--- src/hw/rtl/square_occupancy_grid_macros.svh ---
// Assertion macros shared by the square occupancy grid RTL.
// Included by the controller and the datapath; depends on nothing else.
`ifndef SQUARE_OCCUPANCY_GRID_MACROS_SVH
`define SQUARE_OCCUPANCY_GRID_MACROS_SVH

// Clocked check that is switched off while reset is high, with a message.
`define SOG_ASSERT_MSG(name, clk, rst, prop, msg) \
   name: assert property (@(posedge clk) disable iff (rst) prop) else $error(msg);

// Same check with a generic message.
`define SOG_ASSERT(name, clk, rst, prop) \
   `SOG_ASSERT_MSG(name, clk, rst, prop, "square occupancy grid check failed")

`endif

--- src/hw/rtl/sog_pkg.sv ---
// Types and constants of the square occupancy grid.
// Used by the channel interfaces, the controller, the datapath and the top level.
package sog_pkg;

   localparam int FuncWidth  = 3;
   localparam int XyWidth    = 7;
   // Signed square coordinates; wide enough for corners that fall off the grid.
   localparam int CoordWidth = 9;

   typedef logic [FuncWidth-1:0]         func_bits_type;
   typedef logic [XyWidth-1:0]           xy_type;
   typedef logic signed [CoordWidth-1:0] coord_type;

   typedef enum logic [FuncWidth-1:0] {
      FUNC_OCCUPY = 3'd0,
      FUNC_FREE   = 3'd1,
      FUNC_QUERY  = 3'd2,
      FUNC_CLEAR  = 3'd3,
      FUNC_SET    = 3'd4
   } func_type;

   typedef enum logic [2:0] {
      ST_IDLE,
      ST_START,
      ST_SCAN,
      ST_DRAIN,
      ST_FINISH
   } state_type;

   typedef struct packed {
      logic load;      // latch the accepted transaction and its square
      logic issue;     // read the current column and step to the next
      logic wipe;      // forget every column and set the background value
      logic wipe_val;
      logic take_hit;  // record the hit found by the query stage
      logic publish;   // move the recorded result to the output register
   } cmd_type;

   typedef struct packed {
      func_bits_type op;
      logic          empty;  // the square holds no column inside the grid
      logic          last;   // the current column is the last one
      logic          found;  // the query stage sees an occupied cell
      logic          busy;   // a column is still in the pipeline
   } stat_type;

endpackage

--- src/hw/rtl/sog_ctrl.sv ---
// Controller of the square occupancy grid: sequences one transaction at a time.
// Depends on sog_pkg and square_occupancy_grid_macros.svh.
`include "square_occupancy_grid_macros.svh"

module sog_ctrl (
   input  logic               clock,
   input  logic               reset,
   input  logic               req_valid,
   output logic               req_ready,
   output logic               rsp_valid,
   input  logic               rsp_ready,
   output sog_pkg::cmd_type   cmd,
   input  sog_pkg::stat_type  stat
);
   import sog_pkg::*;

   state_type state_ff;
   state_type state_in;
   logic      rsp_valid_ff;
   logic      rsp_valid_in;

   always_ff @(posedge clock) begin
      if (reset) begin
         state_ff     <= ST_IDLE;
         rsp_valid_ff <= 1'b0;
      end else begin
         state_ff     <= state_in;
         rsp_valid_ff <= rsp_valid_in;
      end
   end

   always_comb begin
      state_in  = state_ff;
      cmd       = '0;
      req_ready = 1'b0;
      unique case (state_ff)
         ST_IDLE: begin
            req_ready = 1'b1;
            if (req_valid) begin
               cmd.load = 1'b1;
               state_in = ST_START;
            end
         end
         ST_START: begin
            priority if (stat.op == FUNC_OCCUPY || stat.op == FUNC_FREE ||
                         stat.op == FUNC_QUERY) begin
               state_in = stat.empty ? ST_FINISH : ST_SCAN;
            end else if (stat.op == FUNC_CLEAR || stat.op == FUNC_SET) begin
               cmd.wipe     = 1'b1;
               cmd.wipe_val = (stat.op == FUNC_SET);
               state_in     = ST_FINISH;
            end else begin
               state_in = ST_FINISH;
            end
         end
         ST_SCAN: begin
            cmd.issue = 1'b1;
            // Columns read after the first hit are simply dropped.
            priority if (stat.found) begin
               cmd.take_hit = 1'b1;
               state_in     = ST_FINISH;
            end else if (stat.last) begin
               state_in = ST_DRAIN;
            end
         end
         ST_DRAIN: begin
            priority if (stat.found) begin
               cmd.take_hit = 1'b1;
               state_in     = ST_FINISH;
            end else if (!stat.busy) begin
               state_in = ST_FINISH;
            end
         end
         ST_FINISH: begin
            if (!rsp_valid_ff || rsp_ready) begin
               cmd.publish = 1'b1;
               state_in    = ST_IDLE;
            end
         end
         default: state_in = ST_IDLE;
      endcase
   end

   always_comb begin
      if (cmd.publish) begin
         rsp_valid_in = 1'b1;
      end else if (rsp_ready) begin
         rsp_valid_in = 1'b0;
      end else begin
         rsp_valid_in = rsp_valid_ff;
      end
   end

   assign rsp_valid = rsp_valid_ff;

   `SOG_ASSERT(a_start_pipe_empty, clock, reset, (state_ff == ST_START) |-> !stat.busy)
   `SOG_ASSERT(a_publish_shows, clock, reset, cmd.publish |=> rsp_valid_ff)
   `SOG_ASSERT(a_scan_nonempty, clock, reset, (state_ff == ST_SCAN) |-> !stat.empty)
endmodule

--- config.mk ---
export PLATFORM = sky130hd
export DESIGN_NAME = sog_ctrl
export DESIGN_NICKNAME = d
export VERILOG_FILES = /design/src/hw/rtl/sog_pkg.sv /design/src/hw/rtl/sog_ctrl.sv
export VERILOG_INCLUDE_DIRS = /design/src /design/src/hw/rtl
export SDC_FILE = /design/constraint.sdc
export NUM_CORES = 1
export LEC_CHECK = 0
export BUFFER_PORTS_ARGS = -buffer_cell sky130_fd_sc_hd__buf_2
export CELL_PAD_IN_SITES_DETAIL_PLACEMENT = 1
export CELL_PAD_IN_SITES_GLOBAL_PLACEMENT = 1
export CORE_MARGIN = 2
export CORE_UTILIZATION = 23
export DETAILED_ROUTE_END_ITERATION = 6
export PLACE_DENSITY_LB_ADDON = 0.1
export SYNTH_ARGS = -nofsm -noshare
export SYNTH_HDL_FRONTEND = slang
export SYNTH_SLANG_ARGS = --single-unit
--- constraint.sdc ---
create_clock -name clock -period 1.4 [get_ports clock]
set_clock_uncertainty 0.05 [all_clocks]
set_input_delay 0.42 -clock clock [delete_from_list [all_inputs] [get_ports clock]]
set_output_delay 0.42 -clock clock [all_outputs]
set_load 0.02 [all_outputs]
==> reports/results.tsv, run 1 <==
metric	value	unit
DRT Pass-1 Iters	1	
H-tree depth	1	
final hold vios	0	
Fmax achieved	589.5	MHz
Syn Nets	54	
nature of the critical path startpoint	flip-flop	
most frequent cells in the layout	buf_4, buf_2, buf_6	
Synth Area in Compound Gates	21.26	%
vias in the first global route	376	
Post-Synth XOR/XNOR Area	0	%
first-pass GRT wire length	1.490	mm
Req. time, crit path	0.93	ns
grt met3 use	7.065	%
Global Route met2 Usage	25.78	%
Post-Synth Simple-Gate Area	41.34	%
hold buffers post-CTS	0	
post-layout instance area	586.8	sq um
area after detailed placement	470.5	sq um
gpl congestion	0.6644	
proportion of synthesized area in mux cells	0	%
row cnt	13	
gr busiest metal	met2	
non-filler cells, final	85	
LEAKAGE	0.0002695	uW
global router's overall resource usage	13.56	%
synthesized area	317.8	sq um
number of max-cap violations	0	
top cell type's share of synthesized area	25.20	%
Worst-Margin Slew	0.2639	ns
Power, Total	460.6	uW
Post-route DRC	0	
Syn. warnings	0	
relative slew slack	82.30	%
Core ar.	1301	sq um
die width	41.17	microns
final setup vio count	7	
worst reg2reg setup slack	0.06	ns
CTS max path bufs	2	
global-route track usage on met1	13.78	%
Fill cells	174	
layout cells sized above 1	64.29	%
Avg Inst Size Synth	7.391	sq um
placed wire-length estimate	702.1	microns
clock sinks	4	
Final Slew Violations	0	
I/O pin cnt	19	
register area share after synthesis	25.20	%
worst-skew pair later-pin latency	0.23	ns
VDD IR-drop max	0.4457	mV
WL/cell	10.89	microns
min cycle time layout	1.696	ns
pin count of the biggest net entering global routing	9	
Final #Nets	83	
antenna-violating nets left	0	
number of buffers added on ports	18	
diode count	0	
status	finished, violations left	
CTS tree	built	
CP Class	flip-flop to output pin	
Die Area	1695	sq um
most common cell after layout, fill and taps aside	buf_4	
Synth area leader	dfxtp_1	
setup TNS	-1.459	ns
worst hold path type	primary input to flip-flop	
clock root buffer	clkbuf_4	
adder-cell share of the synthesized area	0	%
worst-path fanout max	3	
placed cells	78	
Yosys cell types	25	
final cycle utilization of the critical path	121.2	%
initial drt markers	0	
Initial Utilization	24.42	%
clock-pin slew on the worst setup and hold paths	0.04	ns
die height	41.17	microns
Vias	390	
RSZ-0062 raised after global routing	yes	
#FFs+latches synth	4	
pwr dens	785.0	nW/um^2
initial antenna violation count	0	
CP Capture Type	output pin	
final wirelength	926	microns
DR vias/cell	4.588	
Area contributors post-synth	dfxtp_1, nor2_1, a21oi_1, buf_4, nor3b_1	
CTS buffer count	3	
Layout area overhead	84.65	%
crit path DAT	1.23	ns
Final Hold Slack	0.3649	ns
Syn Inst Count	43	
Final WS setup	-0.2965	ns
violations in the final reports	negative setup slack	
grt ovf	0	
largest family of logic cells by synthesized area	simple AND/OR/NAND/NOR gates	
metrics by stage:
step	utilization, %	setup slack (ns)
after floorplan	-	-0.1006
after global placement	36.15	-0.1236
after detailed placement	36.15	-0.1336
after CTS	43.17	-0.2976
after global routing	45.10	-0.3369
final	45.10	-0.2965
registers in the layout (all words and copies together) (netlist names):
| register | count |
|---|---|
| state_ff | 3 |
| rsp_valid | 1 |
per-layer routing:
metal,part of all wire (%),vias to the layer above,routed length (microns)
met5,0,-,0
met4,0,0,0
met3,5.2,0,48
met2,55,11,509
met1,40,177,367
li1,-,202,-
kinds of logic (layout without fill, tap and decap cells):
family / Yosys count / count (layout)
simple gates: 23 / 23
compound gates: 10 / 10
buf+inv: 6 / 33
flops: 4 / 4
power by group:
group / internal [uW] / switching (uW)
Combinational: 97.3 / 93.1
Sequential: 123 / 4.33
Clock: 95.8 / 46.6
Total: 317 / 144
timing repair:
action                                  in CTS  in global routing
gates resized for setup                     18                  2
endpoints found under the setup margin       7                  7
buffers inserted                             2                  2
pin swaps                                    2                  0
critical path: stages (launching register included):
cell	delay, ns
dfxtp_2	0.32
or3b_4	0.42
a21oi_4	0.12
buf_6	0.12
Yosys cell counts:
cell type and instances:
nand2b_1 2, a31oi_1 1, nor2b_1 2, nor2_2 1, buf_4 2, a21oi_1 3
nand3b_1 1, a211o_1 1, inv_1 2, and3_2 1, nor2_1 6, o32ai_1 1
buf_6 1, nor3_1 2, or3b_4 1, clkbuf_2 1, a211oi_1 1, and2_1 1
nor2b_2 1, o31a_1 1, o21ai_0 1, nand2_1 3, nor3b_1 2, a21o_1 1
dfxtp_1 4
area by class of cell:
cell class	instances	area [sq um]	area share (%)
repair buffers	28	201.4	34.33
flip-flops and latches	4	82.58	14.07
clock buffers	3	22.52	3.838
well taps	15	18.77	3.198
inverters	2	7.507	1.279
multi-input cells	33	254.0	43.28
path summary, 6_finish.rpt:
check                                  from          end  depth (start not counted)
worst max-delay path            state_ff[0]       cmd[3]                          3
worst min-delay path                  reset    rsp_valid                          2
worst max register to register  state_ff[1]  state_ff[2]                          6
worst min register to register    rsp_valid    rsp_valid                          3
Power figures use the tool's default switching activity.
==> run 2, diff against run 1 <==
--- a/config.mk
+++ b/config.mk
@@ -11,8 +11,11 @@
 export CELL_PAD_IN_SITES_GLOBAL_PLACEMENT = 1
 export CORE_MARGIN = 2
 export CORE_UTILIZATION = 23
+export CTS_BUF_LIST = sky130_fd_sc_hd__clkbuf_16
 export DETAILED_ROUTE_END_ITERATION = 6
 export PLACE_DENSITY_LB_ADDON = 0.1
+export SETUP_SLACK_MARGIN = 0.02
+export SKIP_CTS_REPAIR_TIMING = 1
 export SYNTH_ARGS = -nofsm -noshare
 export SYNTH_HDL_FRONTEND = slang
 export SYNTH_SLANG_ARGS = --single-unit
==> run 2 against run 1 <==
  * The flow still finishes with violations (negative setup slack)
  * Critical path depth stayed put
  * First-iteration DRC count is 3 higher
  * Sequential power hardly changed
  * Via count is 1.0% higher
  * Cell area is 9.0% higher
  * Clock power grew to 3.1 times the previous value
  * Maximum frequency is 1.3% higher
  * Global-route usage is 0.57 points lower
  * Largest cell class unchanged
  * Largest power group is now the clock network
==> reports/results.tsv, run 2 (synthesis gave the netlist of run 1 again) <==
metric	value	unit
Vias	394	
DR vias/cell	4.635	
grt ovf	0	
global router's overall resource usage	12.99	%
Worst-Margin Slew	0.2645	ns
Req. time, crit path	0.93	ns
worst hold path type	primary input to flip-flop	
first-pass GRT wire length	1.435	mm
pwr dens	1189	nW/um^2
Reg with most FFs	state_ff	
LEAKAGE	0.0002873	uW
vias in the first global route	339	
final setup vio count	7	
number of max-cap violations	0	
diode count	0	
worst-skew pair later-pin latency	0.22	ns
DRT Pass-1 Iters	4	
nature of the critical path startpoint	flip-flop	
Fmax achieved	596.9	MHz
H-tree depth	1	
worst-path fanout max	3	
Switch Pwr	175.6	uW
final cycle utilization of the critical path	119.7	%
CTS tree	built	
number of buffers added on ports	18	
min cycle time layout	1.675	ns
Largest register FFs	3	
CP Class	flip-flop to output pin	
Placement Setup Slack	-0.1336	ns
relative slew slack	82.26	%
Power, Total	760.0	uW
violations in the final reports	negative setup slack	
Final WS setup	-0.2754	ns
Die Area	1695	sq um
Post-route DRC	0	
Logic pwr share	25.4	%
clock sinks	4	
Final #Nets	83	
layout cells sized above 1	61.43	%
placed wire-length estimate	702.1	microns
final hold vios	0	
initial drt markers	3	
crit path DAT	1.21	ns
status	finished, violations left	
final wirelength	1.015	mm
gpl congestion	0.6644	
row cnt	13	
CTS max path bufs	2	
die width	41.17	microns
initial antenna violation count	0	
internal power	584.4	uW
RSZ-0062 raised after global routing	yes	
antenna-violating nets left	0	
Final Hold Slack	0.3709	ns
sw frac	23.11	%
I/O pin cnt	19	
sequential power share	16.8	%
clock-pin slew on the worst setup and hold paths	0.03	ns
Post-Route Utilization	49.13	%
clock share of power	57.9	%
non-filler cells, final	85	
Core ar.	1301	sq um
WL/cell	11.94	microns
placed cells	78	
VDD IR-drop max	1.248	mV
clock root buffer	clkbuf_16	
most frequent cells in the layout	buf_4, buf_2, buf_6	
pin count of the biggest net entering global routing	9	
Final Slew Violations	0	
die height	41.17	microns
Layout area overhead	101.2	%
Initial Utilization	24.42	%
CTS buffer count	3	
most common cell after layout, fill and taps aside	buf_4	
CP Capture Type	output pin	
## run 2: cell counts in the layout (fill, tap and decap cells not counted)
Identical to the previous run, type by type.
## run 2: path summary, 6_finish.rpt
path | slack (ns) | start | cells past startpoint | to
min reg2reg | 0.56 | state_ff[2] | 2 | state_ff[0]
min | 0.37 | reset | 2 | rsp_valid
max | -0.28 | state_ff[0] | 3 | cmd[3]
max reg2reg | 0.12 | state_ff[1] | 6 | state_ff[1]
## run 2: worst max-delay path: stages, from the launching register on
cell and delay [ns]:
dfxtp_2 0.31, or3b_4 0.42, a21oi_4 0.13, buf_6 0.12
## run 2: area by class of cell
cell class | instances | area [sq um]
timing repair buffer | 28 | 201.4
inverter | 2 | 7.507
fill | 178 | 661.9
tap | 15 | 18.77
sequential | 4 | 82.58
multi-input combinational | 33 | 254.0
clock buffer | 3 | 75.07
## run 2: power groups by stage
| stage | Combinational [uW] | Clock (uW) | Sequential (uW) |
|---|---|---|---|
| finish | 193 | 440 | 127 |
| global route | 211 | 455 | 128 |
| CTS | 160 | 447 | 127 |
| detailed placement | 159 | 0 | 128 |
| global placement | 159 | 0 | 128 |
| floorplan | 109 | 0 | 129 |
## run 2: per-stage QoR
step | area, sq um | TNS, ns
detailed placement | 470.5 | -0.3282
floorplan | 360.3 | -0.2819
CTS | 545.5 | -1.539
finish | 639.4 | -1.173
global placement | 470.5 | -0.3122
global route | 639.4 | -1.473
## run 2: layer usage
metal / global-route usage (%) / routed length [microns]
met2: 23.05 / 583
met3: 6.522 / 64
met1: 14.70 / 367
met5: 0 / 0
met4: 0 / 0
==> run 3, diff against run 2 <==
--- a/config.mk
+++ b/config.mk
@@ -6,13 +6,13 @@
 export SDC_FILE = /design/constraint.sdc
 export NUM_CORES = 1
 export LEC_CHECK = 0
-export BUFFER_PORTS_ARGS = -buffer_cell sky130_fd_sc_hd__buf_2
 export CELL_PAD_IN_SITES_DETAIL_PLACEMENT = 1
 export CELL_PAD_IN_SITES_GLOBAL_PLACEMENT = 1
-export CORE_MARGIN = 2
-export CORE_UTILIZATION = 23
+export CORE_AREA = 2 2 39 41
 export CTS_BUF_LIST = sky130_fd_sc_hd__clkbuf_16
 export DETAILED_ROUTE_END_ITERATION = 6
+export DIE_AREA = 0 0 41 43
+export DONT_BUFFER_PORTS = 1
 export PLACE_DENSITY_LB_ADDON = 0.1
 export SETUP_SLACK_MARGIN = 0.02
 export SKIP_CTS_REPAIR_TIMING = 1
==> run 3 against run 2 <==
  * The flow still finishes with violations (negative setup slack)
  * Non-clock buffer count shrank 20
  * Clock power barely moved
  * Cell area down 23%
  * Maximum frequency up 3.2%
  * Highest routed layer is now met4
==> reports/results.tsv, run 3 (synthesis gave the netlist of run 1 again) <==
metric	value	unit
status	finished, violations left	
violations in the final reports	negative setup slack	
Req. time, crit path	0.93	ns
number of buffers added on ports	0	
die width	41	microns
final hold vios	0	
placed wire-length estimate	752.1	microns
initial drt markers	3	
Post-route DRC	0	
Crit path depth	2	
Final WS setup	-0.2229	ns
CTS tree	built	
pwr dens	1445	nW/um^2
clock-pin slew on the worst setup and hold paths	0.03	ns
final wirelength	924	microns
Final Slew Violations	0	
CP Capture Type	output pin	
worst hold path cell count	1	
relative slew slack	82.09	%
Largest register FFs	3	
Final Hold Slack	0.2209	ns
final setup vio count	7	
LEAKAGE	0.0001963	uW
Fill cells	170	
Layout area overhead	54.72	%
CP Class	flip-flop to output pin	
critical path's top delay family	simple AND/OR/NAND/NOR gates	
Post-Route Utilization	35.53	%
worst reg2reg setup slack	0.14	ns
Final #Nets	63	
number of max-cap violations	0	
first-pass GRT wire length	1.400	mm
Logic pwr share	20.2	%
Switch Pwr	156.3	uW
DRT Pass-1 Iters	2	
die height	43	microns
worst hold path type	primary input to flip-flop	
most common cell after layout, fill and taps aside	buf_4	
H-tree depth	1	
nature of the critical path startpoint	flip-flop	
CTS buffer count	3	
clock root buffer	clkbuf_16	
Reg with most FFs	state_ff	
crit path DAT	1.15	ns
CP peak stage delay	0.43	ns
vias in the first global route	337	
RSZ-0062 raised after global routing	yes	
slowest stage cell, crit path	or3b_4	
pin count of the biggest net entering global routing	9	
Core ar.	1384	sq um
WL/cell	14.00	microns
CTS max path bufs	2	
R2R depth	5	
global router's overall resource usage	12.45	%
Worst-Margin Slew	0.2671	ns
min cycle time layout	1.623	ns
VDD IR-drop max	0.4691	mV
clock share of power	61.9	%
worst-path fanout max	3	
internal power	554.1	uW
sw frac	22.00	%
Die Area	1763	sq um
final cycle utilization of the critical path	115.9	%
Vias	323	
initial antenna violation count	0	
post-layout instance area	491.7	sq um
sequential power share	17.9	%
row cnt	14	
most frequent cells in the layout	buf_4, nor2_1, nand2_1, clkbuf_16, dfxtp_1	
area after detailed placement	389.1	sq um
WP buf/inv	0	
antenna-violating nets left	0	
worst-skew pair later-pin latency	0.22	ns
Fmax achieved	616.2	MHz
diode count	0	
Initial Utilization	22.97	%
clock sinks	4	
I/O pin cnt	19	
grt ovf	0	
gpl congestion	0.7208	
crit-path cells	or3b_4 > a21oi_4	
DR vias/cell	4.894	
layout cells sized above 1	44.00	%
-- run 3: routing by layer --
metal  share of wire [%]  vias up  global-route usage (%)  routed length, microns
li1                    -      164                       -                       -
met1                  36      146                   12.54                     335
met2                  56       11                   18.75                     513
met3                 7.1        2                   5.236                      66
met4                0.97        0                   10.00                       9
met5                   0        -                       0                       0
-- run 3: final cells by class --
class | count | area [sq um] | area share, %
clock buffers | 3 | 75.07 | 15.27
inverters | 2 | 7.507 | 1.527
multi-input cells | 33 | 247.7 | 50.38
flip-flops and latches | 4 | 81.33 | 16.54
well taps | 16 | 20.02 | 4.071
repair buffers | 8 | 60.06 | 12.21
-- run 3: worst register-to-register path, stage by stage, from the launching register on --
cell and delay, ns:
dfxtp_1 0.32, buf_4 0.17, nor3_4 0.06, buf_4 0.16
a21o_1 0.21, nor3_1 0.20
-- run 3: through the flow --
step           total power [uW]  instances  setup WS (ns)   TNS, ns
3_5_place_dp              257.6         62       -0.01333  -0.01333
5_1_grt                   744.0         66        -0.2395    -1.321
2_1_floorplan             238.3         43        -0.1006   -0.2819
6_report                  710.4         66        -0.2229   -0.9966
4_1_cts                   703.6         65        -0.2489    -1.208
3_3_place_gp              253.9         62       0.005488         0
-- run 3: power by group through the flow --
stage	clock (uW)	combinational (uW)	sequential, uW
3_5_place_dp	0	129	128
3_3_place_gp	0	126	128
5_1_grt	457	158	128
6_report	440	143	127
4_1_cts	447	130	127
2_1_floorplan	0	109	129
-- run 3: worst paths after layout --
kind / from / to
setup / recovery: state_ff[1] / cmd[3]
hold / removal: reset / rsp_valid
setup reg to reg: state_ff[2] / state_ff[0]
hold reg to reg: rsp_valid / rsp_valid
